[config.mk]
export PLATFORM = sky130hd
export DESIGN_NAME = akf_csr
export DESIGN_NICKNAME = d
export VERILOG_FILES = /design/src/hdl/akf_pkg.sv /design/src/hdl/akf_csr.sv
export SDC_FILE = /design/constraint.sdc
export NUM_CORES = 1
export LEC_CHECK = 0
export ABC_CLOCK_PERIOD_IN_PS = 1730
export BUFFER_PORTS_ARGS = -buffer_cell sky130_fd_sc_hd__buf_4
export CAP_MARGIN = 10
export CORE_MARGIN = 2
export CORE_UTILIZATION = 45
export DETAILED_ROUTE_END_ITERATION = 10
export GPL_ROUTABILITY_DRIVEN = 0
export PLACE_DENSITY = 0.89
export SLEW_MARGIN = 10
export SYNTH_ARGS = -nofsm -noshare
export SYNTH_HDL_FRONTEND = slang
export SYNTH_SLANG_ARGS = --single-unit
[constraint.sdc]
create_clock -name clock -period 1.73 [get_ports clock]
set_input_delay 0.0865 -clock clock [delete_from_list [all_inputs] [get_ports clock]]
set_output_delay 0.0865 -clock clock [all_outputs]
set_load 0.005 [all_outputs]
[src/hdl/akf_pkg.sv]
// Shared types, constants and the filter microprogram for the altitude Kalman filter.
package akf_pkg;

   // Datapath operations
   typedef enum logic [2:0] {
      OP_MOVE,
      OP_ADD,
      OP_SUB,
      OP_ADD32,
      OP_SUB32,
      OP_MULDIV,
      OP_MULQ,
      OP_GAIN
   } op_type;

   // Register file selects (sources and destinations)
   typedef enum logic [3:0] {
      SEL_ZERO,
      SEL_ALT,
      SEL_SPD,
      SEL_HH,
      SEL_HV,
      SEL_VV,
      SEL_T0,
      SEL_V2,
      SEL_DELTA,
      SEL_S,
      SEL_RAW,
      SEL_VA,
      SEL_VH
   } sel_type;

   // Tick multiplier: d or 2*d
   typedef enum logic {
      M_D,
      M_2D
   } msel_type;

   // Constant divisor
   typedef enum logic [1:0] {
      DV_1000,
      DV_2000,
      DV_4000
   } dv_type;

   // Gain select
   typedef enum logic {
      K_H,
      K_V
   } ksel_type;

   // Configuration register index
   typedef enum logic {
      REG_MEAS  = 1'b0,
      REG_ACCEL = 1'b1
   } reg_index_type;

   typedef struct packed {
      op_type   op;
      sel_type  dst;
      sel_type  src_a;
      sel_type  src_b;
      msel_type msel;
      dv_type   dv;
      ksel_type ksel;
      logic     last;
   } cmd_type;

   typedef struct packed {
      logic    load_in;
      logic    start;
      logic    out_load;
      cmd_type cmd;
   } ctl_type;

   localparam int STEP_BITS = 5;
   localparam logic [STEP_BITS-1:0] STEP_REINIT = 5'd0;
   localparam logic [STEP_BITS-1:0] STEP_FILTER = 5'd1;

   localparam int REM_BITS = 10;
   localparam logic [REM_BITS:0] DIV_BASE = 11'd1000;
   localparam int GAIN_BITS = 32;

   // Division by 1000 in 16-bit chunks: quotient digit = (x * ceil(2^36/1000)) >> 36,
   // exact for every chunk value x below 1000 * 2^16
   localparam int DIV_CHUNK = 16;
   localparam int DIV_SHIFT = 36;
   localparam int RECIP_BITS = 27;
   localparam logic [RECIP_BITS-1:0] DIV_RECIP = 27'd68719477;

   // 1e10 in Q40.24
   localparam logic signed [63:0] COV_HH_RESET = 64'sd167772160000000000;

   function automatic cmd_type mk(input op_type op, input sel_type dst, input sel_type a,
                                  input sel_type b, input msel_type m, input dv_type dv,
                                  input ksel_type k, input logic last);
      cmd_type c;
      c.op    = op;
      c.dst   = dst;
      c.src_a = a;
      c.src_b = b;
      c.msel  = m;
      c.dv    = dv;
      c.ksel  = k;
      c.last  = last;
      return c;
   endfunction

   // Microprogram: reinit at step 0, predict and update from step 1
   function automatic cmd_type prog(input logic [STEP_BITS-1:0] step);
      cmd_type c;
      c = mk(OP_MOVE, SEL_ALT, SEL_RAW, SEL_ZERO, M_D, DV_1000, K_H, 1'b1);
      case (step)
         5'd0:  c = mk(OP_MOVE,   SEL_ALT,   SEL_RAW,   SEL_ZERO, M_D,  DV_1000, K_H, 1'b1);
         5'd1:  c = mk(OP_MULDIV, SEL_T0,    SEL_VA,    SEL_ZERO, M_D,  DV_1000, K_H, 1'b0);
         5'd2:  c = mk(OP_MULDIV, SEL_V2,    SEL_T0,    SEL_ZERO, M_D,  DV_1000, K_H, 1'b0);
         5'd3:  c = mk(OP_MULDIV, SEL_T0,    SEL_SPD,   SEL_ZERO, M_D,  DV_1000, K_H, 1'b0);
         5'd4:  c = mk(OP_ADD32,  SEL_ALT,   SEL_ALT,   SEL_T0,   M_D,  DV_1000, K_H, 1'b0);
         5'd5:  c = mk(OP_MULDIV, SEL_T0,    SEL_HV,    SEL_ZERO, M_2D, DV_1000, K_H, 1'b0);
         5'd6:  c = mk(OP_ADD,    SEL_HH,    SEL_HH,    SEL_T0,   M_D,  DV_1000, K_H, 1'b0);
         5'd7:  c = mk(OP_MULDIV, SEL_T0,    SEL_VV,    SEL_ZERO, M_D,  DV_1000, K_H, 1'b0);
         5'd8:  c = mk(OP_MULDIV, SEL_T0,    SEL_T0,    SEL_ZERO, M_D,  DV_1000, K_H, 1'b0);
         5'd9:  c = mk(OP_ADD,    SEL_HH,    SEL_HH,    SEL_T0,   M_D,  DV_1000, K_H, 1'b0);
         5'd10: c = mk(OP_MULDIV, SEL_T0,    SEL_V2,    SEL_ZERO, M_D,  DV_1000, K_H, 1'b0);
         5'd11: c = mk(OP_MULDIV, SEL_T0,    SEL_T0,    SEL_ZERO, M_D,  DV_4000, K_H, 1'b0);
         5'd12: c = mk(OP_ADD,    SEL_HH,    SEL_HH,    SEL_T0,   M_D,  DV_1000, K_H, 1'b0);
         5'd13: c = mk(OP_MULDIV, SEL_T0,    SEL_VV,    SEL_ZERO, M_D,  DV_1000, K_H, 1'b0);
         5'd14: c = mk(OP_ADD,    SEL_HV,    SEL_HV,    SEL_T0,   M_D,  DV_1000, K_H, 1'b0);
         5'd15: c = mk(OP_MULDIV, SEL_T0,    SEL_V2,    SEL_ZERO, M_D,  DV_2000, K_H, 1'b0);
         5'd16: c = mk(OP_ADD,    SEL_HV,    SEL_HV,    SEL_T0,   M_D,  DV_1000, K_H, 1'b0);
         5'd17: c = mk(OP_ADD,    SEL_VV,    SEL_VV,    SEL_V2,   M_D,  DV_1000, K_H, 1'b0);
         5'd18: c = mk(OP_SUB32,  SEL_DELTA, SEL_RAW,   SEL_ALT,  M_D,  DV_1000, K_H, 1'b0);
         5'd19: c = mk(OP_ADD,    SEL_S,     SEL_HH,    SEL_VH,   M_D,  DV_1000, K_H, 1'b0);
         5'd20: c = mk(OP_GAIN,   SEL_ZERO,  SEL_HH,    SEL_ZERO, M_D,  DV_1000, K_H, 1'b0);
         5'd21: c = mk(OP_GAIN,   SEL_ZERO,  SEL_HV,    SEL_ZERO, M_D,  DV_1000, K_V, 1'b0);
         5'd22: c = mk(OP_MULQ,   SEL_T0,    SEL_DELTA, SEL_ZERO, M_D,  DV_1000, K_H, 1'b0);
         5'd23: c = mk(OP_ADD32,  SEL_ALT,   SEL_ALT,   SEL_T0,   M_D,  DV_1000, K_H, 1'b0);
         5'd24: c = mk(OP_MULQ,   SEL_T0,    SEL_DELTA, SEL_ZERO, M_D,  DV_1000, K_V, 1'b0);
         5'd25: c = mk(OP_ADD32,  SEL_SPD,   SEL_SPD,   SEL_T0,   M_D,  DV_1000, K_H, 1'b0);
         5'd26: c = mk(OP_MULQ,   SEL_T0,    SEL_HV,    SEL_ZERO, M_D,  DV_1000, K_V, 1'b0);
         5'd27: c = mk(OP_SUB,    SEL_VV,    SEL_VV,    SEL_T0,   M_D,  DV_1000, K_H, 1'b0);
         5'd28: c = mk(OP_MULQ,   SEL_T0,    SEL_HV,    SEL_ZERO, M_D,  DV_1000, K_H, 1'b0);
         5'd29: c = mk(OP_SUB,    SEL_HV,    SEL_HV,    SEL_T0,   M_D,  DV_1000, K_H, 1'b0);
         5'd30: c = mk(OP_MULQ,   SEL_T0,    SEL_HH,    SEL_ZERO, M_D,  DV_1000, K_H, 1'b0);
         5'd31: c = mk(OP_SUB,    SEL_HH,    SEL_HH,    SEL_T0,   M_D,  DV_1000, K_H, 1'b1);
         default: c = mk(OP_MOVE, SEL_ALT, SEL_RAW, SEL_ZERO, M_D, DV_1000, K_H, 1'b1);
      endcase
      return c;
   endfunction

endpackage

[src/hdl/akf_csr.sv]
// Configuration registers for the altitude Kalman filter: noise variances.
module akf_csr (
   input  logic        clock,
   input  logic        reset,
   input  logic        csr_psel,
   input  logic        csr_penable,
   input  logic        csr_pwrite,
   input  logic [2:0]  csr_paddr,
   input  logic [31:0] csr_pwdata,
   output logic [31:0] csr_prdata,
   output logic        csr_pready,
   output logic [31:0] meas_variance,
   output logic [31:0] accel_variance
);

   logic [31:0] meas_ff, meas_in;
   logic [31:0] accel_ff, accel_in;
   logic        wr_en;
   akf_pkg::reg_index_type idx;

   assign wr_en      = csr_psel & csr_penable & csr_pwrite;
   assign idx        = akf_pkg::reg_index_type'(csr_paddr[2]);
   assign csr_pready = 1'b1;

   // Decode write beat
   always_comb begin
      meas_in  = meas_ff;
      accel_in = accel_ff;
      if (wr_en) begin
         unique case (idx)
            akf_pkg::REG_MEAS:  meas_in  = csr_pwdata;
            akf_pkg::REG_ACCEL: accel_in = csr_pwdata;
            default: ;
         endcase
      end
   end

   // Read mux
   always_comb begin
      unique case (idx)
         akf_pkg::REG_MEAS:  csr_prdata = meas_ff;
         akf_pkg::REG_ACCEL: csr_prdata = accel_ff;
         default:            csr_prdata = '0;
      endcase
   end

   always_ff @(posedge clock) begin
      if (reset) begin
         meas_ff  <= 32'd65536;
         accel_ff <= 32'd65536;
      end else begin
         meas_ff  <= meas_in;
         accel_ff <= accel_in;
      end
   end

   assign meas_variance  = meas_ff;
   assign accel_variance = accel_ff;

endmodule

== Word level (Yosys, flattened, before mapping) ==
Index checks and enable logic that the tools add are counted.

* Flip-flop bits (word level): 64
* Input port bits: 40
* Output and inout port bits: 97
* Word-level logic and storage cells: 8

* Mux-type cells: 1
* Bitwise gates (word level): 3
* Reduce and logical (&&, ||, !) cells: 2

{| class="wikitable"
|+ Operator list
! operator !! count
|-
| $pmux 32 s2 || 1
|-
| $reduce_and 2->1 || 2
|-
| $and 1x1->1 || 2
|-
| $not 1->1 || 1
|}

== Longest topological paths before layout ==
Gate-level depths: netlist of run 1.

* Depth after elaboration: 3
* Depth in mapped cells: 5
* Mapped depth without buffers: 2

== Worst setup path before layout of run 1 ==
OpenSTA, ideal clock, no wires.

* Kind: in2reg
* Start: input port csr_paddr[2]
* End: register meas_ff[10], in the netlist meas_variance[10]
* Library setup time: 0.072 ns
* Arrival time: 0.890 ns
* Required time: 1.658 ns
* Path slack: 0.769 ns
* Stages: 5
* Cells stage by stage: buf_6 -> and4b_1 -> buf_6 -> buf_12 -> mux2i_1

* Longest elaborated chain between the ends: 2

{| class="wikitable"
|+ RTL lines
! what !! line !! RTL
|-
| from (decl) || akf_csr.sv:8 || <nowiki>input logic [2:0] csr_paddr,</nowiki>
|-
| $not 1->1 (no source line) || -- ||
|-
| $reduce_and 2->1 (no source line) || -- ||
|-
| to (signal assigned) || akf_csr.sv:52 || <nowiki>meas_ff <= meas_in;</nowiki>
|-
| to (decl) || akf_csr.sv:16 || <nowiki>logic [31:0] meas_ff, meas_in;</nowiki>
|}

No other way between the ends.
A chain may end at the register's enable or synchronous reset.

== Final worst setup path of run 1 ==
* Start: input port csr_paddr[2]
* End: output port csr_prdata[6]

* Longest elaborated chain between the ends: 2

{| class="wikitable"
|+ RTL lines
! what !! line !! RTL
|-
| $not 1->1 (no source line) || -- ||
|-
| $pmux 32 s2 (*) || akf_csr.sv:40 || <nowiki>unique case (idx)</nowiki>
|-
| to (decl) || akf_csr.sv:10 || <nowiki>output logic [31:0] csr_prdata,</nowiki>
|}

Every way passes the cells marked *; elsewhere a longest branch is shown, timed or not.

==> flow_summary.toml, run 1 <==
[run_status]
status = "complete, no violations"

[grt]
overflow = 0
grt_max_degree = 97
grt_pass1_vias = 2447
grt_pass1_wl_um = 11300
grt_util_all_layers_pct = 18.6
antenna_found_initial = 0

[cells_and_area]
layout_commonest_cell = "buf_4"
layout_common_cells = "buf_4, nand2b_1, mux2i_1, dfxtp_1, mux2_2"
fin_cells = 495
nFillCells = 549
multi_input_area_mm2 = 0.00164
drive_gt1_share_pct = 44.8
nets = 450
seqCellArea_mm2 = 0.00128
antenna_cells = 0
syn_to_final_growth_pct = 38.6
postLayoutCellArea_mm2 = 0.00426

[sta]
worstMarginPinSlew_ps = 642
finalSetupTns_ps = 0
fin_skew_ps = 0
finalMaxSlewViolations = 0
fin_crit_ps = 1270
setup_violations = 0
hold_violations = 0
rsz0062_at_grt = "no"
fmax_mhz = 789
min_period_over_period_pct = 73.3
setup_ws_ps = 462
max_slew_margin_pct = 57.2

[placement]
place_ws_ps = 436
place_area_mm2 = 0.00406
portBuffers = 133
place_inst = 479
hpwl_um = 5000

[logic_synthesis]
synth-seq-cells = 64
netlist.area_leader.share_pct = 41.7
syn_nets = 323
ys_types = 15
yosys.area.top_type = "dfxtp_1"
ys_seq_area_share_pct = 41.7
synthTopCellsByArea = "dfxtp_1, mux2i_1, nand2b_1, mux2_2, buf_12"
syn_avg_cell_area_um2 = 10.8
synth_area_mm2 = 0.00307
syn_inst = 283
ys_warn_count = 0

[die]
design.die.area_mm2 = 0.00750
io_pins = 137
die_y_um = 86.6
num_rows = 30
initial_core_util_pct = 45.9
fp.dieW_um = 86.6
coreArea_mm2 = 0.00668

[routing]
totalWireLength_um = 7020
ant_nets = 0
first_iter_violations = 61
wl_per_cell_um = 14.2
dr.pass1.iters = 4
drc = 0
routed_via_density = 4.96
vias = 2453

[setup_path]
path_common_cell = "buf_4"
start_kind = "primary input"
cp.arrival_ps = 1180
cp_max_fo = 22
cp_slowest_stage_delay_ps = 370
cp_data_required_time_ps = 1640
crit_type = "in -> out"
path_buf_inv = 3
path_cells = "buf_4 > buf_4 > mux2_2 > buf_4"
cp_top_family = "buffers and inverters"
cp-end-kind = "primary output"
crit_slowest_cell = "mux2_2"

[clocking]
postCtsSetupBuffers = 0
root_buffer = "clkbuf_8"
cts_tree = "built"
cts_buffers = 9
cts_hold_buf = 0
cts.clk_slew.worst_paths_ps = 70
clock_path_buffers = 2
cts_max_level = 3
cts_num_sinks = 64
worstSkewPairLatency_ps = 320
cts_resized = 0

[power_and_ir_drop]
ir_drop_v = 0.000425
leakage_nw = 2.07
p_per_area_mw_per_mm2 = 738

[job]
drv_cap = 0

[hold_path]
worstHoldPathType = "in -> reg"
## worst reg2reg max path, stage by stage (launching register included)
cell	delay (ps)
dfxtp_1	350
nand2b_1	80
mux2i_1	160
## registers in the layout, summed over array words and instances (netlist names)
register and cells:
accel_variance 32, meas_variance 32
## synth_stat cells, drive strengths merged
| library cell | instances |
|---|---|
| and4 | 1 |
| dfxtp | 64 |
| mux2i | 64 |
| nor2 | 3 |
| conb | 1 |
| nand2b | 93 |
| buf | 12 |
| and4b | 1 |
| nand4b | 1 |
| mux2 | 32 |
| clkbuf | 10 |
| nand4 | 1 |
## layer usage
layer | vias up | GRT usage, % | share of wire (%)
met2 | 76 | 33.8 | 52
met1 | 1169 | 21.8 | 41
met3 | 7 | 3.90 | 5.5
li1 | 1201 | - | -
met5 | - | 0 | 0
met4 | 0 | 5.82 | 0.73
## cell families after synthesis
logic type | synth area share (%)
simple gates | 20.6
mux | 32.6
flops | 41.7
buf+inv | 4.89
other cells | 0.122
## final timing paths
| kind | cells past startpoint | start | slack [ps] | endpoint |
|---|---|---|---|---|
| max | 4 | csr_paddr[2] | 460 | csr_prdata[6] |
| min | 3 | csr_pwdata[16] | 40 | meas_variance[16]$_SDFFE_PP1P_ |
| max reg2reg | 2 | meas_variance[25]$_SDFFE_PP0P_ | 1060 | meas_variance[25]$_SDFFE_PP0P_ |
| min reg2reg | 2 | meas_variance[4]$_SDFFE_PP0P_ | 490 | meas_variance[4]$_SDFFE_PP0P_ |
## metrics by stage
step	hold WS, ps	util [%]	total power (W)
floorplan	258	-	0.00175
global placement	348	60.7	0.00190
detailed placement	366	60.7	0.00191
CTS	26.5	63.7	0.00318
global route	56.0	63.7	0.00327
finish	40.2	63.7	0.00314
## cell type report
cell class / count / share of cell area, %
repair buffers: 138 / 24.3
well taps: 80 / 2.35
clock buffers: 13 / 3.73
multi-input cells: 197 / 38.5
clock inverters: 3 / 0.941
flip-flops and latches: 64 / 30.1
## where the power goes
part / leakage, nW / internal (W) / switching, W
Sequential: 0.518 / 0.00151 / 0.0000252
Combinational: 1.45 / 0.000208 / 0.000135
Clock: 0.103 / 0.000742 / 0.000525
Total: 2.07 / 0.00246 / 0.000685
(Power assumes the default switching activity.)
==> run 2: changes to the inputs <==
ABC_AREA = 1   (was unset)
ABC_CLOCK_PERIOD_IN_PS = 1300   (was 1730)
clock period = 1.3 ns   (was 1.73 ns; I/O delays follow)
==> flow_summary.toml, run 2 <==
[job]
drv_cap = 0

[setup_path]
path_buf_inv = 1
crit_slowest_cell = "dfxtp_1"
path_common_cell = "nand2_1"
r2r_cells = 2
r2r_start = "accel_variance[9]$_SDFFE_PP0P_"
r2r-end = "accel_variance[9]$_SDFFE_PP0P_"
rrSetupSlack_ps = 670
cp_max_fo = 3
cp-end-kind = "primary output"
cp_top_family = "flip-flops"
cp.arrival_ps = 950
cp_data_required_time_ps = 1240
path_cells = "nand2_1 > nand2_1 > buf_4"
cp_slowest_stage_delay_ps = 370
crit_type = "reg -> out"
start_kind = "flip-flop"

[logic_synthesis]
synth_commonest_cells = "nand2_1, nor2_1, dfxtp_1, nand3_1, inv_1"
netlist.area_leader.share_pct = 41.9
synthArstFlopShare_pct = 0
syn_avg_cell_area_um2 = 6.28
yosys.area.top_type = "dfxtp_1"
synth_area_mm2 = 0.00306
synthTopCellsByArea = "dfxtp_1, nand2_1, nor2_1, nand3_1, inv_1"
ys.flop_type = "dfxtp_1"
ys_seq_area_share_pct = 41.9
synth-seq-cells = 64
synth_most_common_cell = "nand2_1"
synth_edf_count = 0
ys_warn_count = 0
syn_inst = 487
ys_types = 16
syn_nets = 527

[routing]
ant_nets = 0
drc = 0
vias = 3337
totalWireLength_um = 8170
wl_per_cell_um = 11.8
first_iter_violations = 140
dr.pass1.iters = 4
routed_via_density = 4.82

[die]
io_pins = 137
fp.dieW_um = 86.5
design.die.area_mm2 = 0.00747
coreArea_mm2 = 0.00668
die_y_um = 86.5
initial_core_util_pct = 45.8
num_rows = 30

[hold_path]
min_to = "accel_variance[29]$_SDFFE_PP0P_"
hold_path_depth = 5
worstHoldPathType = "in -> reg"
hp-start = "csr_pwdata[29]"

[sta]
fin_skew_ps = 0
rsz0062_at_grt = "no"
min_period_over_period_pct = 78.4
finalSetupTns_ps = 0
hold_violations = 0
fin_crit_ps = 1020
fmax_mhz = 982
setup_violations = 0
finalMaxSlewViolations = 0

[placement]
portBuffers = 133
hpwl_um = 5630

[cells_and_area]
layout_common_cells = "nand2_1, buf_4, nor2_1, nand3_1, dfxtp_1"
nFillCells = 574
drive_gt1_share_pct = 26.6
nets = 651
seqCellArea_mm2 = 0.00128
syn_to_final_growth_pct = 39.4
antenna_cells = 0
layout_commonest_cell = "nand2_1"
multi_input_area_mm2 = 0.00145

[grt]
grt_max_degree = 63
grt_pass1_vias = 2948
overflow = 0
antenna_found_initial = 0
grt_pass1_wl_um = 12900
grt_util_all_layers_pct = 21.3

[clocking]
root_buffer = "clkbuf_8"
cts_tree = "built"
cts_buffers = 9
cts_num_sinks = 64
cts_max_level = 3
cts.clk_slew.worst_paths_ps = 70
postCtsSetupBuffers = 0
clock_path_buffers = 2
worstSkewPairLatency_ps = 320
cts_resized = 0

[power_and_ir_drop]
finalPower_w = 0.00417
p_per_area_mw_per_mm2 = 977
ir_drop_v = 0.000521
leakage_nw = 2.26

[run_status]
status = "complete, no violations"
## run 2: timing repair
item,in CTS,in global routing
setup endpoints to repair,0,0
hold buffers,1,0
hold endpoints to repair,2,0
## run 2: worst reg2reg max path, delay by kind of cell (launching register included)
kind / cells / cell delay, ps
flops: 1 / 370
simple gates: 2 / 180
## run 2: worst max path at each step
stage | from | end | depth (start not counted)
floorplan | csr_psel | meas_variance[17]$_SDFFE_PP0P_ | 6
global placement | csr_paddr[2] | meas_variance[0]$_SDFFE_PP0P_ | 6
detailed placement | csr_paddr[2] | meas_variance[26]$_SDFFE_PP0P_ | 6
CTS | meas_variance[28]$_SDFFE_PP0P_ | csr_prdata[28] | 3
global route | csr_paddr[2] | csr_prdata[26] | 6
finish | meas_variance[28]$_SDFFE_PP0P_ | csr_prdata[28] | 3
## run 2: logic make-up (layout without fill, tap and decap cells)
group,count (synthesis),after routing,share of synthesized area [%]
buffers and inverters,67,193,10.8
AO/OA/AOI/OAI,2,2,0.327
flip-flops,64,64,41.9
other,1,1,0.123
AND/OR/NAND/NOR,353,353,46.9
## run 2: report_power, final
| group | switching [W] | internal, W | leakage, nW |
|---|---|---|---|
| Combinational | 0.000329 | 0.000322 | 1.65 |
| Clock | 0.000667 | 0.000762 | 0.0842 |
| Sequential | 0.0000566 | 0.00203 | 0.520 |
## run 2: area by class of cell
class | instances | area share [%]
clock inverter | 1 | 0.117
inverter | 34 | 2.99
clock buffer | 12 | 3.64
tap | 80 | 2.35
multi-input combinational | 356 | 33.9
timing repair buffer | 146 | 26.9
sequential | 64 | 30.0
## run 2: metrics by stage
step                      instance area, um2  instances  util (%)  setup slack, ps  hold slack [ps]
after floorplan                         3060        487         -              573              191
after CTS                               4270        693      63.8              265             46.8
after detailed placement                4100        679      61.3              285              290
after global routing                    4270        693      63.8              220             82.7
final                                   4270        693      63.8              281             64.3
after global placement                  4100        679      61.3              305              288
## run 2: per-layer routing
metal  part of all wire (%)  track usage (%)  wire length (um)  vias to the layer above
met1                     41             25.2              3370                     1498
li1                       -                -                 -                     1712
met4                    1.6             8.24               129                        0
met2                     51             38.0              4170                      113
met3                    6.2             4.00               506                       14
met5                      0                0                 0                        -
==> run 3: changes to the inputs <==
ABC_CLOCK_PERIOD_IN_PS = 1000   (was 1300)
clock period = 1 ns   (was 1.3 ns; I/O delays follow)
==> flow_summary.toml, run 3 (synthesis gave the netlist of run 2 again) <==
[clocking]
cts_num_sinks = 64
cts_max_level = 3
cts.clk_slew.worst_paths_ps = 70
cts_tree = "built"
cts_buffers = 9
worstSkewPairLatency_ps = 330
clock_path_buffers = 2
root_buffer = "clkbuf_8"

[sta]
hold_violations = 0
fin_skew_ps = 0
finalMaxSlewViolations = 0
fin_crit_ps = 990
rsz0062_at_grt = "yes"
min_period_over_period_pct = 99.0
finalSetupTns_ps = 0
fmax_mhz = 1010
setup_violations = 0

[cells_and_area]
layout_commonest_cell = "nand2_1"
postLayoutCellArea_mm2 = 0.00460
fin_cells = 708
syn_to_final_growth_pct = 50.4
nFillCells = 540
drive_gt1_share_pct = 39.6
nets = 663
antenna_cells = 0
layout_common_cells = "nand2_1, buf_4, nor2_1, nand3_1, dfxtp_2"

[grt]
grt_max_degree = 35
grt_pass1_vias = 3144
grt_util_all_layers_pct = 23.0
overflow = 0
antenna_found_initial = 0
grt_pass1_wl_um = 14000

[die]
die_y_um = 86.5
num_rows = 30
fp.dieW_um = 86.5
coreArea_mm2 = 0.00668
initial_core_util_pct = 45.8
io_pins = 137
design.die.area_mm2 = 0.00747

[routing]
wl_per_cell_um = 12.7
totalWireLength_um = 8970
vias = 3504
first_iter_violations = 211
ant_nets = 0
drc = 0
routed_via_density = 4.95
dr.pass1.iters = 5

[hold_path]
worstHoldPathType = "in -> reg"

[placement]
hpwl_um = 6030
portBuffers = 133
place_inst = 682
place_area_mm2 = 0.00419

[setup_path]
r2r_cells = 3
cp.arrival_ps = 940
cp-end-kind = "primary output"
r2r-end = "accel_variance[12]$_SDFFE_PP0P_"
r2r_start = "accel_variance[12]$_SDFFE_PP0P_"
cp_data_required_time_ps = 950
crit_start = "accel_variance[28]$_SDFFE_PP0P_"
crit_type = "reg -> out"
start_kind = "flip-flop"
rrSetupSlack_ps = 260
cp_max_fo = 3
crit_end = "csr_prdata[28]"

[power_and_ir_drop]
leakage_nw = 2.40
ir_drop_v = 0.000693
finalPower_w = 0.00610
p_per_area_mw_per_mm2 = 1330

[run_status]
status = "complete, no violations"

[job]
drv_cap = 0
## run 3: changes by cell type in the layout (fill, tap and decap cells not counted)
cell | previous run | this run
clkbuf_8 | 11 | 10
buf_4 | 141 | 144
clkbuf_1 | 1 | 3
nand2_2 | 0 | 12
bufinv_16 | 0 | 2
dfxtp_1 | 64 | 3
dfxtp_2 | 0 | 61
buf_6 | 0 | 3
nand2_1 | 161 | 149
buf_12 | 4 | 10
## run 3: worst min path at each step
stage              startpoint                               to  slack (ps)  depth (start not counted)
6_report                reset   accel_variance[4]$_SDFFE_PP0P_          10                          4
5_1_grt                 reset    meas_variance[3]$_SDFFE_PP0P_          20                          4
4_1_cts                 reset   accel_variance[4]$_SDFFE_PP0P_        0.04                          4
3_5_place_dp   csr_pwdata[16]   meas_variance[16]$_SDFFE_PP1P_         280                          3
3_3_place_gp   csr_pwdata[16]  accel_variance[16]$_SDFFE_PP1P_         270                          3
2_1_floorplan  csr_pwdata[16]  accel_variance[16]$_SDFFE_PP1P_         180                          2
## run 3: final cells by class
type	instances	area (um2)	area share, %
clock buffer	13	149	3.24
clock inverter	3	65.1	1.41
inverter	34	128	2.77
multi-input combinational	356	1480	32.1
sequential	64	1360	29.5
tap	80	100	2.18
timing repair buffer	158	1330	28.8
## run 3: per-stage QoR
stage               utilization (%)  setup slack, ps  hold slack (ps)
global placement               62.8              125              272
finish                         68.9             10.2             10.3
global route                   68.9            -33.4             23.5
detailed placement             62.8             82.4              276
CTS                            66.3             1.30           0.0377
floorplan                         -              288              176
## run 3: critical path, stage by stage (launching register included)
cell and delay, ps:
dfxtp_2 350, nand2_1 60, nand2_1 90, buf_4 110
## run 3: power by group
part | internal, W | switching, W
combinational | 0.000473 | 0.000460
clock | 0.00147 | 0.000968
sequential | 0.00266 | 0.0000741
total | 0.00460 | 0.00150
## run 3: timing repair
item	CTS	global route
pin swaps	0	12
endpoints found under the hold margin	2	0
endpoints found under the setup margin	8	31
buffers inserted	0	9
gates resized for setup	10	66
hold buffers	1	0
## run 3: layer usage
metal,routed length (um),share of wire (%),track usage (%),up-vias
met4,126,1.4,10.1,0
met3,658,7.3,4.10,13
met5,0,0,0,-
li1,-,-,-,1743
met1,3530,39,27.4,1586
met2,4660,52,40.3,162
