<file path="src/hdl/akf_pkg.sv">
// Shared types, constants and the filter microprogram for the altitude Kalman filter.
package akf_pkg;

   // Datapath operations
   typedef enum logic [2:0] {
      OP_MOVE,
      OP_ADD,
      OP_SUB,
      OP_ADD32,
      OP_SUB32,
      OP_MULDIV,
      OP_MULQ,
      OP_GAIN
   } op_type;

   // Register file selects (sources and destinations)
   typedef enum logic [3:0] {
      SEL_ZERO,
      SEL_ALT,
      SEL_SPD,
      SEL_HH,
      SEL_HV,
      SEL_VV,
      SEL_T0,
      SEL_V2,
      SEL_DELTA,
      SEL_S,
      SEL_RAW,
      SEL_VA,
      SEL_VH
   } sel_type;

   // Tick multiplier: d or 2*d
   typedef enum logic {
      M_D,
      M_2D
   } msel_type;

   // Constant divisor
   typedef enum logic [1:0] {
      DV_1000,
      DV_2000,
      DV_4000
   } dv_type;

   // Gain select
   typedef enum logic {
      K_H,
      K_V
   } ksel_type;

   // Configuration register index
   typedef enum logic {
      REG_MEAS  = 1'b0,
      REG_ACCEL = 1'b1
   } reg_index_type;

   typedef struct packed {
      op_type   op;
      sel_type  dst;
      sel_type  src_a;
      sel_type  src_b;
      msel_type msel;
      dv_type   dv;
      ksel_type ksel;
      logic     last;
   } cmd_type;

   typedef struct packed {
      logic    load_in;
      logic    start;
      logic    out_load;
      cmd_type cmd;
   } ctl_type;

   localparam int STEP_BITS = 5;
   localparam logic [STEP_BITS-1:0] STEP_REINIT = 5'd0;
   localparam logic [STEP_BITS-1:0] STEP_FILTER = 5'd1;

   localparam int REM_BITS = 10;
   localparam logic [REM_BITS:0] DIV_BASE = 11'd1000;
   localparam int GAIN_BITS = 32;

   // Division by 1000 in 16-bit chunks: quotient digit = (x * ceil(2^36/1000)) >> 36,
   // exact for every chunk value x below 1000 * 2^16
   localparam int DIV_CHUNK = 16;
   localparam int DIV_SHIFT = 36;
   localparam int RECIP_BITS = 27;
   localparam logic [RECIP_BITS-1:0] DIV_RECIP = 27'd68719477;

   // 1e10 in Q40.24
   localparam logic signed [63:0] COV_HH_RESET = 64'sd167772160000000000;

   function automatic cmd_type mk(input op_type op, input sel_type dst, input sel_type a,
                                  input sel_type b, input msel_type m, input dv_type dv,
                                  input ksel_type k, input logic last);
      cmd_type c;
      c.op    = op;
      c.dst   = dst;
      c.src_a = a;
      c.src_b = b;
      c.msel  = m;
      c.dv    = dv;
      c.ksel  = k;
      c.last  = last;
      return c;
   endfunction

   // Microprogram: reinit at step 0, predict and update from step 1
   function automatic cmd_type prog(input logic [STEP_BITS-1:0] step);
      cmd_type c;
      c = mk(OP_MOVE, SEL_ALT, SEL_RAW, SEL_ZERO, M_D, DV_1000, K_H, 1'b1);
      case (step)
         5'd0:  c = mk(OP_MOVE,   SEL_ALT,   SEL_RAW,   SEL_ZERO, M_D,  DV_1000, K_H, 1'b1);
         5'd1:  c = mk(OP_MULDIV, SEL_T0,    SEL_VA,    SEL_ZERO, M_D,  DV_1000, K_H, 1'b0);
         5'd2:  c = mk(OP_MULDIV, SEL_V2,    SEL_T0,    SEL_ZERO, M_D,  DV_1000, K_H, 1'b0);
         5'd3:  c = mk(OP_MULDIV, SEL_T0,    SEL_SPD,   SEL_ZERO, M_D,  DV_1000, K_H, 1'b0);
         5'd4:  c = mk(OP_ADD32,  SEL_ALT,   SEL_ALT,   SEL_T0,   M_D,  DV_1000, K_H, 1'b0);
         5'd5:  c = mk(OP_MULDIV, SEL_T0,    SEL_HV,    SEL_ZERO, M_2D, DV_1000, K_H, 1'b0);
         5'd6:  c = mk(OP_ADD,    SEL_HH,    SEL_HH,    SEL_T0,   M_D,  DV_1000, K_H, 1'b0);
         5'd7:  c = mk(OP_MULDIV, SEL_T0,    SEL_VV,    SEL_ZERO, M_D,  DV_1000, K_H, 1'b0);
         5'd8:  c = mk(OP_MULDIV, SEL_T0,    SEL_T0,    SEL_ZERO, M_D,  DV_1000, K_H, 1'b0);
         5'd9:  c = mk(OP_ADD,    SEL_HH,    SEL_HH,    SEL_T0,   M_D,  DV_1000, K_H, 1'b0);
         5'd10: c = mk(OP_MULDIV, SEL_T0,    SEL_V2,    SEL_ZERO, M_D,  DV_1000, K_H, 1'b0);
         5'd11: c = mk(OP_MULDIV, SEL_T0,    SEL_T0,    SEL_ZERO, M_D,  DV_4000, K_H, 1'b0);
         5'd12: c = mk(OP_ADD,    SEL_HH,    SEL_HH,    SEL_T0,   M_D,  DV_1000, K_H, 1'b0);
         5'd13: c = mk(OP_MULDIV, SEL_T0,    SEL_VV,    SEL_ZERO, M_D,  DV_1000, K_H, 1'b0);
         5'd14: c = mk(OP_ADD,    SEL_HV,    SEL_HV,    SEL_T0,   M_D,  DV_1000, K_H, 1'b0);
         5'd15: c = mk(OP_MULDIV, SEL_T0,    SEL_V2,    SEL_ZERO, M_D,  DV_2000, K_H, 1'b0);
         5'd16: c = mk(OP_ADD,    SEL_HV,    SEL_HV,    SEL_T0,   M_D,  DV_1000, K_H, 1'b0);
         5'd17: c = mk(OP_ADD,    SEL_VV,    SEL_VV,    SEL_V2,   M_D,  DV_1000, K_H, 1'b0);
         5'd18: c = mk(OP_SUB32,  SEL_DELTA, SEL_RAW,   SEL_ALT,  M_D,  DV_1000, K_H, 1'b0);
         5'd19: c = mk(OP_ADD,    SEL_S,     SEL_HH,    SEL_VH,   M_D,  DV_1000, K_H, 1'b0);
         5'd20: c = mk(OP_GAIN,   SEL_ZERO,  SEL_HH,    SEL_ZERO, M_D,  DV_1000, K_H, 1'b0);
         5'd21: c = mk(OP_GAIN,   SEL_ZERO,  SEL_HV,    SEL_ZERO, M_D,  DV_1000, K_V, 1'b0);
         5'd22: c = mk(OP_MULQ,   SEL_T0,    SEL_DELTA, SEL_ZERO, M_D,  DV_1000, K_H, 1'b0);
         5'd23: c = mk(OP_ADD32,  SEL_ALT,   SEL_ALT,   SEL_T0,   M_D,  DV_1000, K_H, 1'b0);
         5'd24: c = mk(OP_MULQ,   SEL_T0,    SEL_DELTA, SEL_ZERO, M_D,  DV_1000, K_V, 1'b0);
         5'd25: c = mk(OP_ADD32,  SEL_SPD,   SEL_SPD,   SEL_T0,   M_D,  DV_1000, K_H, 1'b0);
         5'd26: c = mk(OP_MULQ,   SEL_T0,    SEL_HV,    SEL_ZERO, M_D,  DV_1000, K_V, 1'b0);
         5'd27: c = mk(OP_SUB,    SEL_VV,    SEL_VV,    SEL_T0,   M_D,  DV_1000, K_H, 1'b0);
         5'd28: c = mk(OP_MULQ,   SEL_T0,    SEL_HV,    SEL_ZERO, M_D,  DV_1000, K_H, 1'b0);
         5'd29: c = mk(OP_SUB,    SEL_HV,    SEL_HV,    SEL_T0,   M_D,  DV_1000, K_H, 1'b0);
         5'd30: c = mk(OP_MULQ,   SEL_T0,    SEL_HH,    SEL_ZERO, M_D,  DV_1000, K_H, 1'b0);
         5'd31: c = mk(OP_SUB,    SEL_HH,    SEL_HH,    SEL_T0,   M_D,  DV_1000, K_H, 1'b1);
         default: c = mk(OP_MOVE, SEL_ALT, SEL_RAW, SEL_ZERO, M_D, DV_1000, K_H, 1'b1);
      endcase
      return c;
   endfunction

endpackage

</file>
<file path="src/hdl/akf_ctrl.sv">
// Controller of the altitude Kalman filter: handshakes and microprogram sequencing.
module akf_ctrl (
   input  logic             clock,
   input  logic             reset,
   input  logic             req_valid,
   output logic             req_stall,
   input  logic             req_reinit,
   output logic             rsp_valid,
   input  logic             rsp_stall,
   output akf_pkg::ctl_type ctl,
   input  logic             done
);

   typedef enum logic [1:0] {
      ST_IDLE,
      ST_ISSUE,
      ST_WAIT,
      ST_FINISH
   } state_type;

   state_type                     state_ff, state_in;
   logic [akf_pkg::STEP_BITS-1:0] step_ff, step_in;
   logic                          rsp_valid_ff, rsp_valid_in;
   logic                          accept, out_free;
   akf_pkg::cmd_type              cur;

   assign req_stall = (state_ff != ST_IDLE);
   assign accept    = req_valid & ~req_stall;
   assign out_free  = ~rsp_valid_ff | ~rsp_stall;
   assign cur       = akf_pkg::prog(step_ff);

   always_comb begin
      state_in     = state_ff;
      step_in      = step_ff;
      rsp_valid_in = rsp_valid_ff;
      ctl.load_in  = accept;
      ctl.start    = 1'b0;
      ctl.out_load = 1'b0;
      ctl.cmd      = cur;
      // Drop the result beat once taken
      if (rsp_valid_ff && !rsp_stall) rsp_valid_in = 1'b0;
      unique case (state_ff)
         ST_IDLE: begin
            if (accept) begin
               step_in  = req_reinit ? akf_pkg::STEP_REINIT : akf_pkg::STEP_FILTER;
               state_in = ST_ISSUE;
            end
         end
         ST_ISSUE: begin
            ctl.start = 1'b1;
            state_in  = ST_WAIT;
         end
         ST_WAIT: begin
            if (done) begin
               if (cur.last) begin
                  state_in = ST_FINISH;
               end else begin
                  step_in  = step_ff + 1'b1;
                  state_in = ST_ISSUE;
               end
            end
         end
         ST_FINISH: begin
            // Hold until the output register is free
            if (out_free) begin
               ctl.out_load = 1'b1;
               rsp_valid_in = 1'b1;
               state_in     = ST_IDLE;
            end
         end
         default: state_in = ST_IDLE;
      endcase
   end

   always_ff @(posedge clock) begin
      if (reset) begin
         state_ff     <= ST_IDLE;
         step_ff      <= '0;
         rsp_valid_ff <= 1'b0;
      end else begin
         state_ff     <= state_in;
         step_ff      <= step_in;
         rsp_valid_ff <= rsp_valid_in;
      end
   end

   assign rsp_valid = rsp_valid_ff;

endmodule

</file>
<file path="config.mk">
export PLATFORM = sky130hd
export DESIGN_NAME = akf_ctrl
export DESIGN_NICKNAME = d
export VERILOG_FILES = /design/src/hdl/akf_pkg.sv /design/src/hdl/akf_ctrl.sv
export SDC_FILE = /design/constraint.sdc
export NUM_CORES = 1
export LEC_CHECK = 0
export ABC_CLOCK_PERIOD_IN_PS = 4500
export BUFFER_PORTS_ARGS = -buffer_cell sky130_fd_sc_hd__buf_2
export CORE_ASPECT_RATIO = 2
export CORE_MARGIN = 8
export CORE_UTILIZATION = 50
export CTS_CLUSTER_SIZE = 16
export DETAILED_ROUTE_END_ITERATION = 16
export GPL_TIMING_DRIVEN = 0
export PLACE_DENSITY_LB_ADDON = 0.3
export SYNTH_ARGS = -nofsm -noshare
export SYNTH_HDL_FRONTEND = slang
export SYNTH_SLANG_ARGS = --single-unit
</file>
<file path="constraint.sdc">
create_clock -name clock -period 4.5 [get_ports clock]
set_clock_uncertainty 0.05 [all_clocks]
set_input_delay 0.225 -clock clock [delete_from_list [all_inputs] [get_ports clock]]
set_output_delay 0.225 -clock clock [all_outputs]
set_load 0.03 [all_outputs]
</file>
# Yosys cells after proc, flatten, opt, wreduce, memory -nomap -nowiden
# Memories as Yosys holds them, arrays and structs flattened. A register that Yosys moved wholly into a read port is not among the register bits.
# Cells that the tools add are included.
op_classes:
  n_addsub: 1
  n_eq_ne: 7
  n_mux: 18
  n_bitwise: 5
  reduce_logical: 7
ops:
  columns: ["op", "n"]
  rows:
  - ["$mux W5", 5]
  - ["$pmux W5 S2", 1]
  - ["$mux W2", 4]
  - ["$ne A2 B2 Y1 const B", 4]
  - ["$pmux W2 S4", 1]
  - ["$mux W1", 7]
  - ["$add A5 B1 Y5 const B", 1]
  - ["$eq A2 B2 Y1 const B", 2]
  - ["$reduce_and A4 Y1", 1]
  - ["$reduce_bool A2 Y1", 2]
  - ["$not A1 Y1", 3]
  - ["$reduce_and A3 Y1", 1]
  - ["$eq A2 B1 Y1 const B", 1]
  - ["$logic_not A2 Y1", 1]
  - ["$and A1 B1 Y1", 1]
  - ["$logic_and A1 B1 Y1", 1]
  - ["$logic_not A1 Y1", 1]
  - ["$or A1 B1 Y1", 1]
word_totals:
  ff_bits: 8
  rom_bits: 640
  inputBits: 6
  word_cells: 42
  memories: 1
memory_table:
  columns: ["memory", "depth", "width", "rd", "rd_clocked_by_memory_dff", "wr", "line", "rtl"]
  rows:
  - ["(name not given)", 32, 20, 1, 1, 0, "akf_pkg.sv:113", "case (step)"]

# Logic depth before layout (Yosys ltp)
# Gate-level depths: netlist of run 1.
depth:
  ltp_word: 7
  depth_mapped: 12

# Least setup slack after synthesis of run 1
# OpenSTA, ideal clock, no wires.
synth_timing:
  kind: "reg2reg"
  start: "register state_ff[1]"
  end: "register cur[15] (netlist name)"
  setup_time_ns: 0.079
  arrival_ns: 2.538
  setup_slack_ns: 1.833
  path_stages_with_launch: 11
  path_cell_list: "dfxtp_1 buf_6 or3b_4 nand2_1 mux2_2 ha_1 a21boi_0 a311oi_1 a21oi_1 mux2_2 a22oi_1"
synth_between:
  elab_chain_len: 7
  word_cells_on_any_way: 13
synth_lines:
  columns: ["element", "line", "rtl"]
  rows:
  - ["start, declared", "akf_ctrl.sv:21", "state_type state_ff, state_in;"]
  - ["start signal, assigned", "akf_ctrl.sv:81", "state_ff <= state_in;"]
  - ["$reduce_bool A2 Y1", "akf_ctrl.sv:27", "assign req_stall = (state_ff != ST_IDLE);"]
  - ["$not A1 Y1", "akf_ctrl.sv:28", "assign accept = req_valid & ~req_stall;"]
  - ["$and A1 B1 Y1", "akf_ctrl.sv:28", null]
  - ["$ne A2 B2 Y1 (no source line)", null, null]
  - ["$reduce_and A4 Y1 (no source line)", null, null]
  - ["$mux W5 (no source line) * (2 in series)", null, null]
# Mark *: on every way between the ends. The rest lies on a longest branch, timed or not.
# A chain may end at the register's enable or synchronous reset.

# Worst setup path after layout of run 1
layout_timing:
  start: "register state_ff[1]"
  end: "register cur[15] (netlist name)"
layout_between:
  elab_chain_len: 7
  word_cells_on_any_way: 13
layout_lines:
  columns: ["element", "line", "rtl"]
  rows:
  - ["$reduce_bool A2 Y1", "akf_ctrl.sv:27", null]
  - ["$not A1 Y1", "akf_ctrl.sv:28", null]
  - ["$and A1 B1 Y1", "akf_ctrl.sv:28", null]
  - ["via accept", "akf_ctrl.sv:24", "logic accept, out_free;"]
  - ["$ne A2 B2 Y1 (no source line)", null, null]
  - ["$reduce_and A4 Y1 (no source line)", null, null]
  - ["$mux W5 (no source line) (2 in series)", null, null]
# The timed path passes the listed nets, and every way through them passes these cells.

==> impl_metrics.csv, run 1 <==
group,metric,value,unit
worst_setup_path,cp_max_fo,12,
sta,worst-slew-pin-transition,0.4856,ns
route,drt-initial-drc-count,95,
clock_network,path_clk_slew,0.09,ns
worst_setup_path,crit_path_cell_trace,"buf_6 -> or3b_4 -> clkinv_2 -> a21oi_2 -> a32oi_4 -> inv_2 -> ha_1 -> a21boi_0 -> a311oi_1 -> a21oi_1 -> mux2_2 -> a22oi_1",
sta,setup_violations,0,
floorplan,rows,30,
clock_network,cts_tree,"yes",
floorplan,die_area,5620,um2
worst_hold_path,hold_class,"in -> reg",
clock_network,cts.sinks,28,
pwr,p_leak,0.8792,nW
synth,synth_cell_types,51,
synth,ys.warnings.count,0,
worst_setup_path,crit_path_start_kind,"flip-flop",
place,dp_slack,1.475,ns
sta,min_period_over_period,68.02,%
synth,synth_edf_count,0,
layout,ff_latch_area,560.5,um2
layout,multiInputGateArea,1005,um2
sta,slew_headroom,67.63,%
global_route,grt_usage,13.86,%
synth,synth_seq_cells,28,
clock_network,post_cts_buffers,0,
clock_network,htree_levels,1,
clock_network,clockRootBuffer,"clkbuf_8",
synth,netlist_area,1694,um2
route,wl_per_cell,15.47,um
job,drv_cap,0,
sta,finalHoldViolCount,0,
worst_setup_path,path_class,"reg -> reg",
synth,synth_ff_type,"dfxtp_1",
place,hpwl,2.953,mm
sta,fin_crit,3.061,ns
worst_setup_path,critPathBufInv,3,
route,ant_nets,0,
floorplan,die_w,57.16,um
route,vias_per_cell,5.731,
route,wirelength,4.021,mm
sta,worst_slack,1.439,ns
layout,most-common-layout-cells,"32 x buf_2, 28 x dfxtp_1, 21 x nand2_1, 15 x nor2_1, 13 x a21oi_1",
worst_setup_path,crit_family,"compound AO/OA/AOI/OAI gates",
place,place.port_buffers,29,
floorplan,io_pins,31,
pwr,ir_worst_vdd,0.2384,mV
worst_setup_path,worstPathArrival,3.21,ns
synth,syn_inst,196,
clock_network,clockBufferDepth,2,
clock_network,clk_latency,0.27,ns
clock_network,numCtsBuffers,3,
route,via_count,1490,
layout,nFillCells,315,
layout,drive_gt1_share,27.19,%
worst_setup_path,cp-end-kind,"flip-flop",
outcome,status,"finished clean",
sta,finalSetupTns,0,ns
global_route,grt_overflow,0,
clock_network,ctsResizeCount,0,
synth,ys_async_sr_fraction,0,%
layout,final_common_cell,"buf_2",
layout,utilization,58.14,%
route,firstDrtPassIters,4,
pwr,pwr_density_cell,260.8,nW/um2
route,drc,0,
clock_network,hold_buffers,0,
global_route,grt_pass1_vias,1439,
sta,rsz0062_at_grt,"false",
synth,yosysTopAreaCell,"dfxtp_1",
floorplan,die_h,98.32,um
synth,synth_area_per_cell,8.643,um2
place,gp_congestion,0.9472,
global_route,grt_max_degree,15,
sta,clock.fmax,0.3267,GHz
worst_setup_path,cpPeakStageDelay,0.43,ns
layout,antenna_cells,0,
layout,area_delta_synth_final,13.37,%
floorplan,design.core.area,3303,um2
synth,ys_seq_area_share,33.09,%
global_route,grt_pass1_wl,6.679,mm
synth,synth.area.top_cells,"dfxtp_1 33%, ha_1 8.1%, mux2i_1 5.9%, nand2_1 4.7%, a21oi_1 3.8%",
synth,synth_nets,213,
layout,num-nets-final,247,
sta,drv_slew,0,
worst_setup_path,critPathSlowestCell,"a32oi_4",
worst_setup_path,worst_ep_required_time,4.65,ns
global_route,antenna_found_initial,0,
synth,synth_top_cell_area_share,33.09,%
floorplan,start_util,51.29,%
-- worst min-delay path: stages --
cell,delay [ns]
buf_2,0.11
nand2_1,0.08
a21oi_1,0.06
-- per-layer routing --
metal | vias to the layer above | wire (um) | track usage (%)
met2 | 54 | 2004 | 23.34
met3 | 5 | 281 | 3.377
met1 | 667 | 1687 | 16.21
li1 | 764 | - | -
met4 | 0 | 48 | 4.909
met5 | - | 0 | 0
-- metrics by stage --
step | hold slack [ns] | power [mW] | instances | cell area [um2]
after floorplan | 0.3418 | 0.3487 | 196 | 1694
after global placement | 0.4470 | 0.3737 | 257 | 1879
after detailed placement | 0.4602 | 0.3748 | 257 | 1879
after CTS | 0.1903 | 0.5073 | 260 | 1921
after global routing | 0.2302 | 0.5245 | 260 | 1921
final | 0.1947 | 0.5009 | 260 | 1921
-- power by group --
group          internal [mW]  switching (mW)
Sequential             0.258         0.00422
Clock                 0.0601          0.0717
Combinational         0.0387          0.0686
Total                  0.356           0.145
-- cell usage after synthesis (2+ instances only) --
cell / instances
dfxtp_1: 28
nor2_1: 15
o21ai_0: 4
ha_1: 11
o211ai_1: 3
or2_2: 2
a311oi_1: 2
nand2_1: 21
a211oi_1: 2
nor2b_1: 3
o21ai_1: 6
o22ai_1: 4
a31oi_1: 4
mux2i_1: 10
buf_2: 3
inv_1: 8
nand3_1: 6
a21oi_1: 13
a21o_1: 2
inv_2: 4
clkbuf_1: 2
buf_4: 6
nor3_1: 7
mux2_2: 3
-- sequential cells by signal (all words and copies together) (netlist names) --
name	cells
cur	20
step_ff	5
state_ff	2
rsp_valid	1
-- final timing paths --
check	startpoint	end	slack, ns	cells past startpoint
worst max-delay path	state_ff[1]	cur[15]	1.44	12
worst min-delay path	rsp_stall	rsp_valid	0.19	3
worst max register to register	state_ff[1]	cur[15]	1.44	12
worst min register to register	rsp_valid	rsp_valid	0.48	2
-- cell families (layout without fill, tap and decap cells) --
kind of cell	after synthesis	in the layout	share of synthesized area, %
AO/OA/AOI/OAI	54	54	23.04
XOR/XNOR	1	1	0.5171
adder cells (fa/ha/maj)	11	11	8.124
buffers and inverters	25	57	7.606
flip-flops	28	28	33.09
multiplexers	14	14	8.567
AND/OR/NAND/NOR	63	63	19.06
-- cell type report --
class	count	area share, %
Sequential cell	28	29.19
Timing Repair Buffer	29	7.557
Inverter	13	2.606
Tap cell	32	2.085
Multi-Input combinational cell	143	52.31
Clock buffer	3	2.150
Buffer	12	4.104
Note: power is estimated with default switching activity, not from simulation.
==> inputs of run 2 (changes only) <==
ABC_AREA = 1   (was not set)
ABC_CLOCK_PERIOD_IN_PS = 2500   (was 4500)
clock period = 2.5 ns   (was 4.5 ns; I/O delays follow)
==> run 2 against run 1 <==
Compared with the run above:
- sequential share of layout area shrank 1.3 points
- register-to-register slack lost 1.3 ns
- cell count grew 22%
- synthesized area grew 1.3%
- flip-flop and latch count is the same
- critical path depth is the same
- highest routed layer unchanged
==> impl_metrics.csv, run 2 <==
group,metric,value,unit
sta,min_period_over_period,94.60,%
worst_hold_path,min_path_cells,3,
synth,synth_seq_cells,28,
synth,synthXorXnorAreaFrac,0,%
route,drt-initial-drc-count,61,
route,via_count,1751,
synth,ys_async_sr_fraction,0,%
sta,worst_slack,0.1350,ns
synth,netlist_area,1717,um2
synth,muxShareOfSynthArea,0,%
layout,num-nets-final,304,
synth,synth.area.top_cells,"dfxtp_1 33%, nand2_1 20%, nand3_1 8.2%, ha_1 8.0%, inv_1 5.0%",
clock_network,cts_tree,"yes",
sta,finalHoldViolCount,0,
worst_setup_path,worstPathArrival,2.49,ns
global_route,grt_overflow,0,
pwr,p_leak,1.106,nW
worst_setup_path,cp-end-kind,"flip-flop",
clock_network,htree_levels,1,
global_route,antenna_found_initial,0,
synth,ys.warnings.count,0,
synth,ys_seq_area_share,32.65,%
synth,synth_top_cell_area_share,32.65,%
route,firstDrtPassIters,4,
layout,drive_gt1_share,24.83,%
synth,syn_inst,249,
place,dp_slack,-0.2853,ns
worst_setup_path,worst_ep_required_time,2.62,ns
clock_network,clk_latency,0.27,ns
worst_setup_path,crit_path_start_kind,"flip-flop",
synth,synth_top_family_by_area,"simple AND/OR/NAND/NOR gates",
route,drc,0,
synth,synthAdderAreaFrac,8.017,%
layout,area_delta_synth_final,17.71,%
place,hpwl,3.591,mm
job,drv_cap,0,
route,ant_nets,0,
worst_hold_path,hold_class,"in -> reg",
layout,antenna_cells,0,
sta,drv_slew,0,
global_route,grt_pass1_wl,7.617,mm
layout,largest_register_ff_count,20,
sta,finalSetupTns,0,ns
place,place.port_buffers,30,
floorplan,die_area,5678,um2
worst_setup_path,ff2ff_path_depth,12,
global_route,grt_usage,16.64,%
layout,utilization,60.49,%
place,gp_congestion,0.9451,
layout,fin_cells,318,
route,wirelength,4.527,mm
worst_setup_path,cp_max_fo,8,
route,wl_per_cell,14.24,um
clock_network,path_clk_slew,0.09,ns
global_route,grt_pass1_vias,1735,
sta,setup_violations,0,
floorplan,die_h,98.87,um
floorplan,io_pins,31,
clock_network,clockBufferDepth,2,
sta,fin_crit,2.365,ns
sta,fin_hold_ws,0.07400,ns
floorplan,rows,30,
synth,synth_nets,266,
pwr,pwr_density_cell,990.8,nW/um2
synth,synth_area_per_cell,6.894,um2
place,place_inst,311,
synth,synth-simple-area-share,43.95,%
synth,ys_top_cells_by_count,"90 x nand2_1, 28 x dfxtp_1, 28 x nand3_1",
floorplan,die_w,57.43,um
worst_setup_path,path_class,"reg -> reg",
outcome,status,"finished clean",
clock_network,clockRootBuffer,"clkbuf_8",
synth,yosysMostFrequentCell,"nand2_1",
sta,slew_headroom,69.80,%
floorplan,start_util,51.39,%
clock_network,numCtsBuffers,3,
floorplan,design.core.area,3341,um2
route,vias_per_cell,5.506,
synth,synth_compound_area_share,5.466,%
pwr,ir_worst_vdd,0.5200,mV
synth,synth_ff_type,"dfxtp_1",
sta,clock.fmax,0.4228,GHz
synth,synth_cell_types,31,
sta,worst-slew-pin-transition,0.4525,ns
synth,synth_edf_count,0,
clock_network,cts.sinks,28,
sta,rsz0062_at_grt,"false",
layout,most-common-layout-cells,"89 x nand2_1, 31 x buf_2, 28 x nand3_1, 26 x dfxtp_1, 23 x inv_1",
layout,final_common_cell,"nand2_1",
synth,yosysTopAreaCell,"dfxtp_1",
global_route,grt_max_degree,17,
[run 2: layer usage]
metal	vias to the layer above	part of all wire, %	GRT usage (%)	wire length, um
met4	0	4.9	9.922	221
met3	20	5.9	3.655	266
met1	796	34	14.51	1561
li1	869	-	-	-
met5	-	0	0	0
met2	66	55	32.26	2478
[run 2: path summary, 6_finish.rpt]
kind | startpoint | end | slack (ns)
setup / recovery | cur[0] | cur[13] | 0.13
hold / removal | rsp_stall | rsp_valid | 0.07
setup reg to reg | cur[0] | cur[13] | 0.13
hold reg to reg | rsp_valid | rsp_valid | 0.45
[run 2: per-stage QoR]
step           power [mW]  instance area [um2]
3_5_place_dp        1.652                 1907
4_1_cts             2.006                 2012
2_1_floorplan       1.393                 1717
3_3_place_gp        1.644                 1907
6_report            2.002                 2021
5_1_grt             2.133                 2021
[run 2: critical path: stages (launching register included)]
cell and delay [ns]:
dfxtp_1 0.35, a21oi_1 0.29, inv_1 0.12, nor2_4 0.18, nand2_1 0.06, nand2_1 0.14
nand2_4 0.13, ha_2 0.26, or2_2 0.31, nand2_1 0.07, nand2_1 0.05, o21ai_0 0.18
nand2_1 0.07
[run 2: cell families (layout without fill, tap and decap cells)]
| family | after synthesis | in the layout |
|---|---|---|
| flip-flops | 28 | 28 |
| adder cells (fa/ha/maj) | 11 | 11 |
| AO/OA/AOI/OAI | 16 | 16 |
| buffers and inverters | 36 | 73 |
| AND/OR/NAND/NOR | 158 | 158 |
[run 2: report_power, final]
| group | switching, mW | internal, mW | total, mW |
|---|---|---|---|
| Sequential | 0.0524 | 0.569 | 0.621 |
| Combinational | 0.721 | 0.306 | 1.03 |
| Clock | 0.139 | 0.214 | 0.353 |
| Total | 0.912 | 1.09 | 2.00 |
[run 2: timing repair]
item,4_1_cts,5_1_grt
cloned,0,0
resized for setup,3,3
hold endpoints to repair,2,0
pin swaps,0,0
setup buffers,2,0
endpoints found under the setup margin,6,7
hold buffers,1,0
[run 2: final cells by class]
class	instances	area, um2
inverter	28	105.1
clock buffer	3	41.29
sequential	28	563.0
tap	32	40.04
buffer	8	65.06
multi-input combinational	185	1001
clock inverter	1	30.03
fill	331	1320
timing repair buffer	33	175.2
==> inputs of run 3 (changes only) <==
GPL_TIMING_DRIVEN = 1   (was 0)
==> run 3 against run 2 <==
Compared with the run above:
- sequential share of layout area rose by 0.65 points
- fmax rose by 5.5%
- routed wire length fell by 5.8%
- power fell by 2.1%
- cell count fell by 1.6%
- critical path depth did not move
- core utilization fell by 1.4 points
- critical path type unchanged
- critical endpoint unchanged
- largest power group unchanged
- highest routed layer unchanged
==> impl_metrics.csv, run 3 (synthesis gave the netlist of run 2 again) <==
group,metric,value,unit
floorplan,rows,30,
sta,finalSetupTns,0,ns
pwr,p_switching,0.8958,mW
route,vias_per_cell,5.348,
global_route,antenna_found_initial,0,
sta,worst_slack,0.2583,ns
clock_network,clk_latency,0.28,ns
place,dp_slack,0.1919,ns
route,ant_nets,0,
layout,final_common_cell,"nand2_1",
pwr,ir_worst_vdd,0.5565,mV
sta,fin_crit,2.242,ns
worst_setup_path,cp_max_fo,5,
worst_setup_path,crit_top_cell,"nand2_1",
layout,fin_area,1974,um2
clock_network,clockBufferDepth,2,
worst_setup_path,cp-end-kind,"flip-flop",
pwr,clkPwrFrac,18.0,%
job,drv_cap,0,
route,drt-initial-drc-count,84,
route,wirelength,4.266,mm
layout,drive_gt1_share,24.20,%
sta,finalHoldViolCount,0,
global_route,grt_pass1_vias,1614,
worst_hold_path,min_path_cells,3,
worst_setup_path,reg2reg_slack,0.26,ns
clock_network,cts_tree,"yes",
floorplan,start_util,51.39,%
outcome,status,"finished clean",
worst_setup_path,critPathLaunch,"step_ff[0]",
sta,worst-slew-pin-transition,0.4495,ns
worst_setup_path,worst_ep_required_time,2.63,ns
worst_setup_path,crit_path_start_kind,"flip-flop",
floorplan,die_w,57.43,um
sta,setup_violations,0,
route,drc,0,
clock_network,numCtsBuffers,3,
floorplan,die_area,5678,um2
worst_hold_path,hold_end,"rsp_valid",
layout,largest_register_ff_count,20,
place,hpwl,3.377,mm
layout,most-common-layout-cells,"89 x nand2_1, 30 x buf_2, 27 x nand3_1, 26 x dfxtp_1, 23 x inv_1",
route,wl_per_cell,13.63,um
floorplan,io_pins,31,
clock_network,htree_levels,1,
layout,antenna_cells,0,
pwr,pwr_density_cell,992.9,nW/um2
worst_setup_path,regToRegStartpoint,"step_ff[0]",
pwr,p_leak,1.072,nW
worst_setup_path,worstPathArrival,2.37,ns
sta,clock.fmax,0.4461,GHz
place,dpl-instance-area,1879,um2
clock_network,cts.sinks,28,
pwr,power.share.combinational,50.3,%
floorplan,die_h,98.87,um
global_route,grt_max_degree,17,
place,gp_congestion,0.9481,
worst_hold_path,hp-start,"rsp_stall",
route,via_count,1674,
route,firstDrtPassIters,4,
worst_setup_path,crit_path_cell_trace,"ha_1 -> and3_1 -> nand2_1 -> nand2_1 -> nand2_1 -> inv_1 -> ha_1 -> or2_2 -> nand2_1 -> nand2_1 -> o21ai_0 -> nand2_1",
pwr,pwr-share-seq,31.7,%
place,place.port_buffers,30,
floorplan,design.core.area,3341,um2
worst_setup_path,cpPeakStageDelay,0.41,ns
global_route,grt_pass1_wl,7.182,mm
clock_network,path_clk_slew,0.09,ns
sta,slew_headroom,70.00,%
layout,fin_cells,313,
clock_network,clockRootBuffer,"clkbuf_8",
worst_setup_path,reg2reg_to,"cur[13]",
global_route,grt_overflow,0,
sta,rsz0062_at_grt,"false",
pwr,switching_share,45.69,%
sta,min_period_over_period,89.67,%
sta,drv_slew,0,
layout,area_delta_synth_final,15.01,%
worst_setup_path,path_class,"reg -> reg",
layout,num-nets-final,299,
global_route,grt_usage,15.74,%
worst_hold_path,hold_class,"in -> reg",
worst_setup_path,ff2ff_path_depth,12,
worst_setup_path,critPathSlowestCell,"dfxtp_1",
place,place_inst,308,
pwr,internal_power,1.065,mW
run 3: cell count changes in the layout (fill, tap and decap cells not counted):
cell and change:
buf_6 -3, nand2_2 +2, nand2_4 -2, a21oi_1 -1, a21oi_2 +1, buf_2 -1, clkbuf_1 -1, ha_1 +1
ha_2 -1, nand3_1 -1, nand3_2 +1
run 3: per-layer routing:
layer | up-vias | GRT usage (%) | routed length, um
met5 | - | 0 | 0
li1 | 856 | - | -
met3 | 20 | 3.133 | 223
met4 | 0 | 8.755 | 221
met1 | 742 | 13.85 | 1536
met2 | 56 | 30.86 | 2285
run 3: final cells by class:
type / instances / area (um2)
flip-flops and latches: 28 / 563.0
clock inverters: 1 / 30.03
repair buffers: 36 / 197.7
multi-input cells: 185 / 997.2
clock buffers: 3 / 41.29
fillers: 332 / 1366
well taps: 32 / 40.04
inverters: 28 / 105.1
run 3: timing repair:
| action | in CTS | in global routing |
|---|---|---|
| endpoints found under the setup margin | 0 | 4 |
| hold buffers | 1 | 0 |
| setup buffers | 0 | 0 |
| endpoints found under the hold margin | 2 | 0 |
| resized for setup | 0 | 5 |
run 3: how the worst max path moves through the flow:
stage | depth (start not counted) | end | slack (ns)
after floorplan | 12 | cur[13] | 0.09
after global placement | 15 | cur[9] | 0.19
after detailed placement | 15 | cur[9] | 0.19
after CTS | 15 | cur[9] | 0.15
after global routing | 14 | cur[13] | 0.03
final | 12 | cur[13] | 0.26
run 3: worst max-delay path: cells and delay by family (launching register included):
| kind | cells | cell delay, ns |
|---|---|---|
| adder cells (fa/ha/maj) | 2 | 0.48 |
| AND/OR/NAND/NOR | 8 | 0.94 |
| AO/OA/AOI/OAI | 1 | 0.16 |
| buffers and inverters | 1 | 0.11 |
| flip-flops | 1 | 0.41 |
run 3: stage by stage:
| stage | util [%] | total power [mW] | hold WS (ns) |
|---|---|---|---|
| after floorplan | - | 1.393 | 0.1441 |
| after global placement | 56.25 | 1.609 | 0.2721 |
| after CTS | 58.69 | 1.962 | 0.08048 |
| after global routing | 59.10 | 2.092 | 0.09369 |
| final | 59.10 | 1.960 | 0.07365 |
| after detailed placement | 56.25 | 1.611 | 0.2724 |
run 3: power by group through the flow:
stage / clock network, mW / registers, mW / logic (mW)
detailed placement: 0 / 0.629 / 0.982
CTS: 0.357 / 0.619 / 0.986
global route: 0.375 / 0.635 / 1.08
floorplan: 0 / 0.827 / 0.566
global placement: 0 / 0.626 / 0.983
finish: 0.353 / 0.622 / 0.985
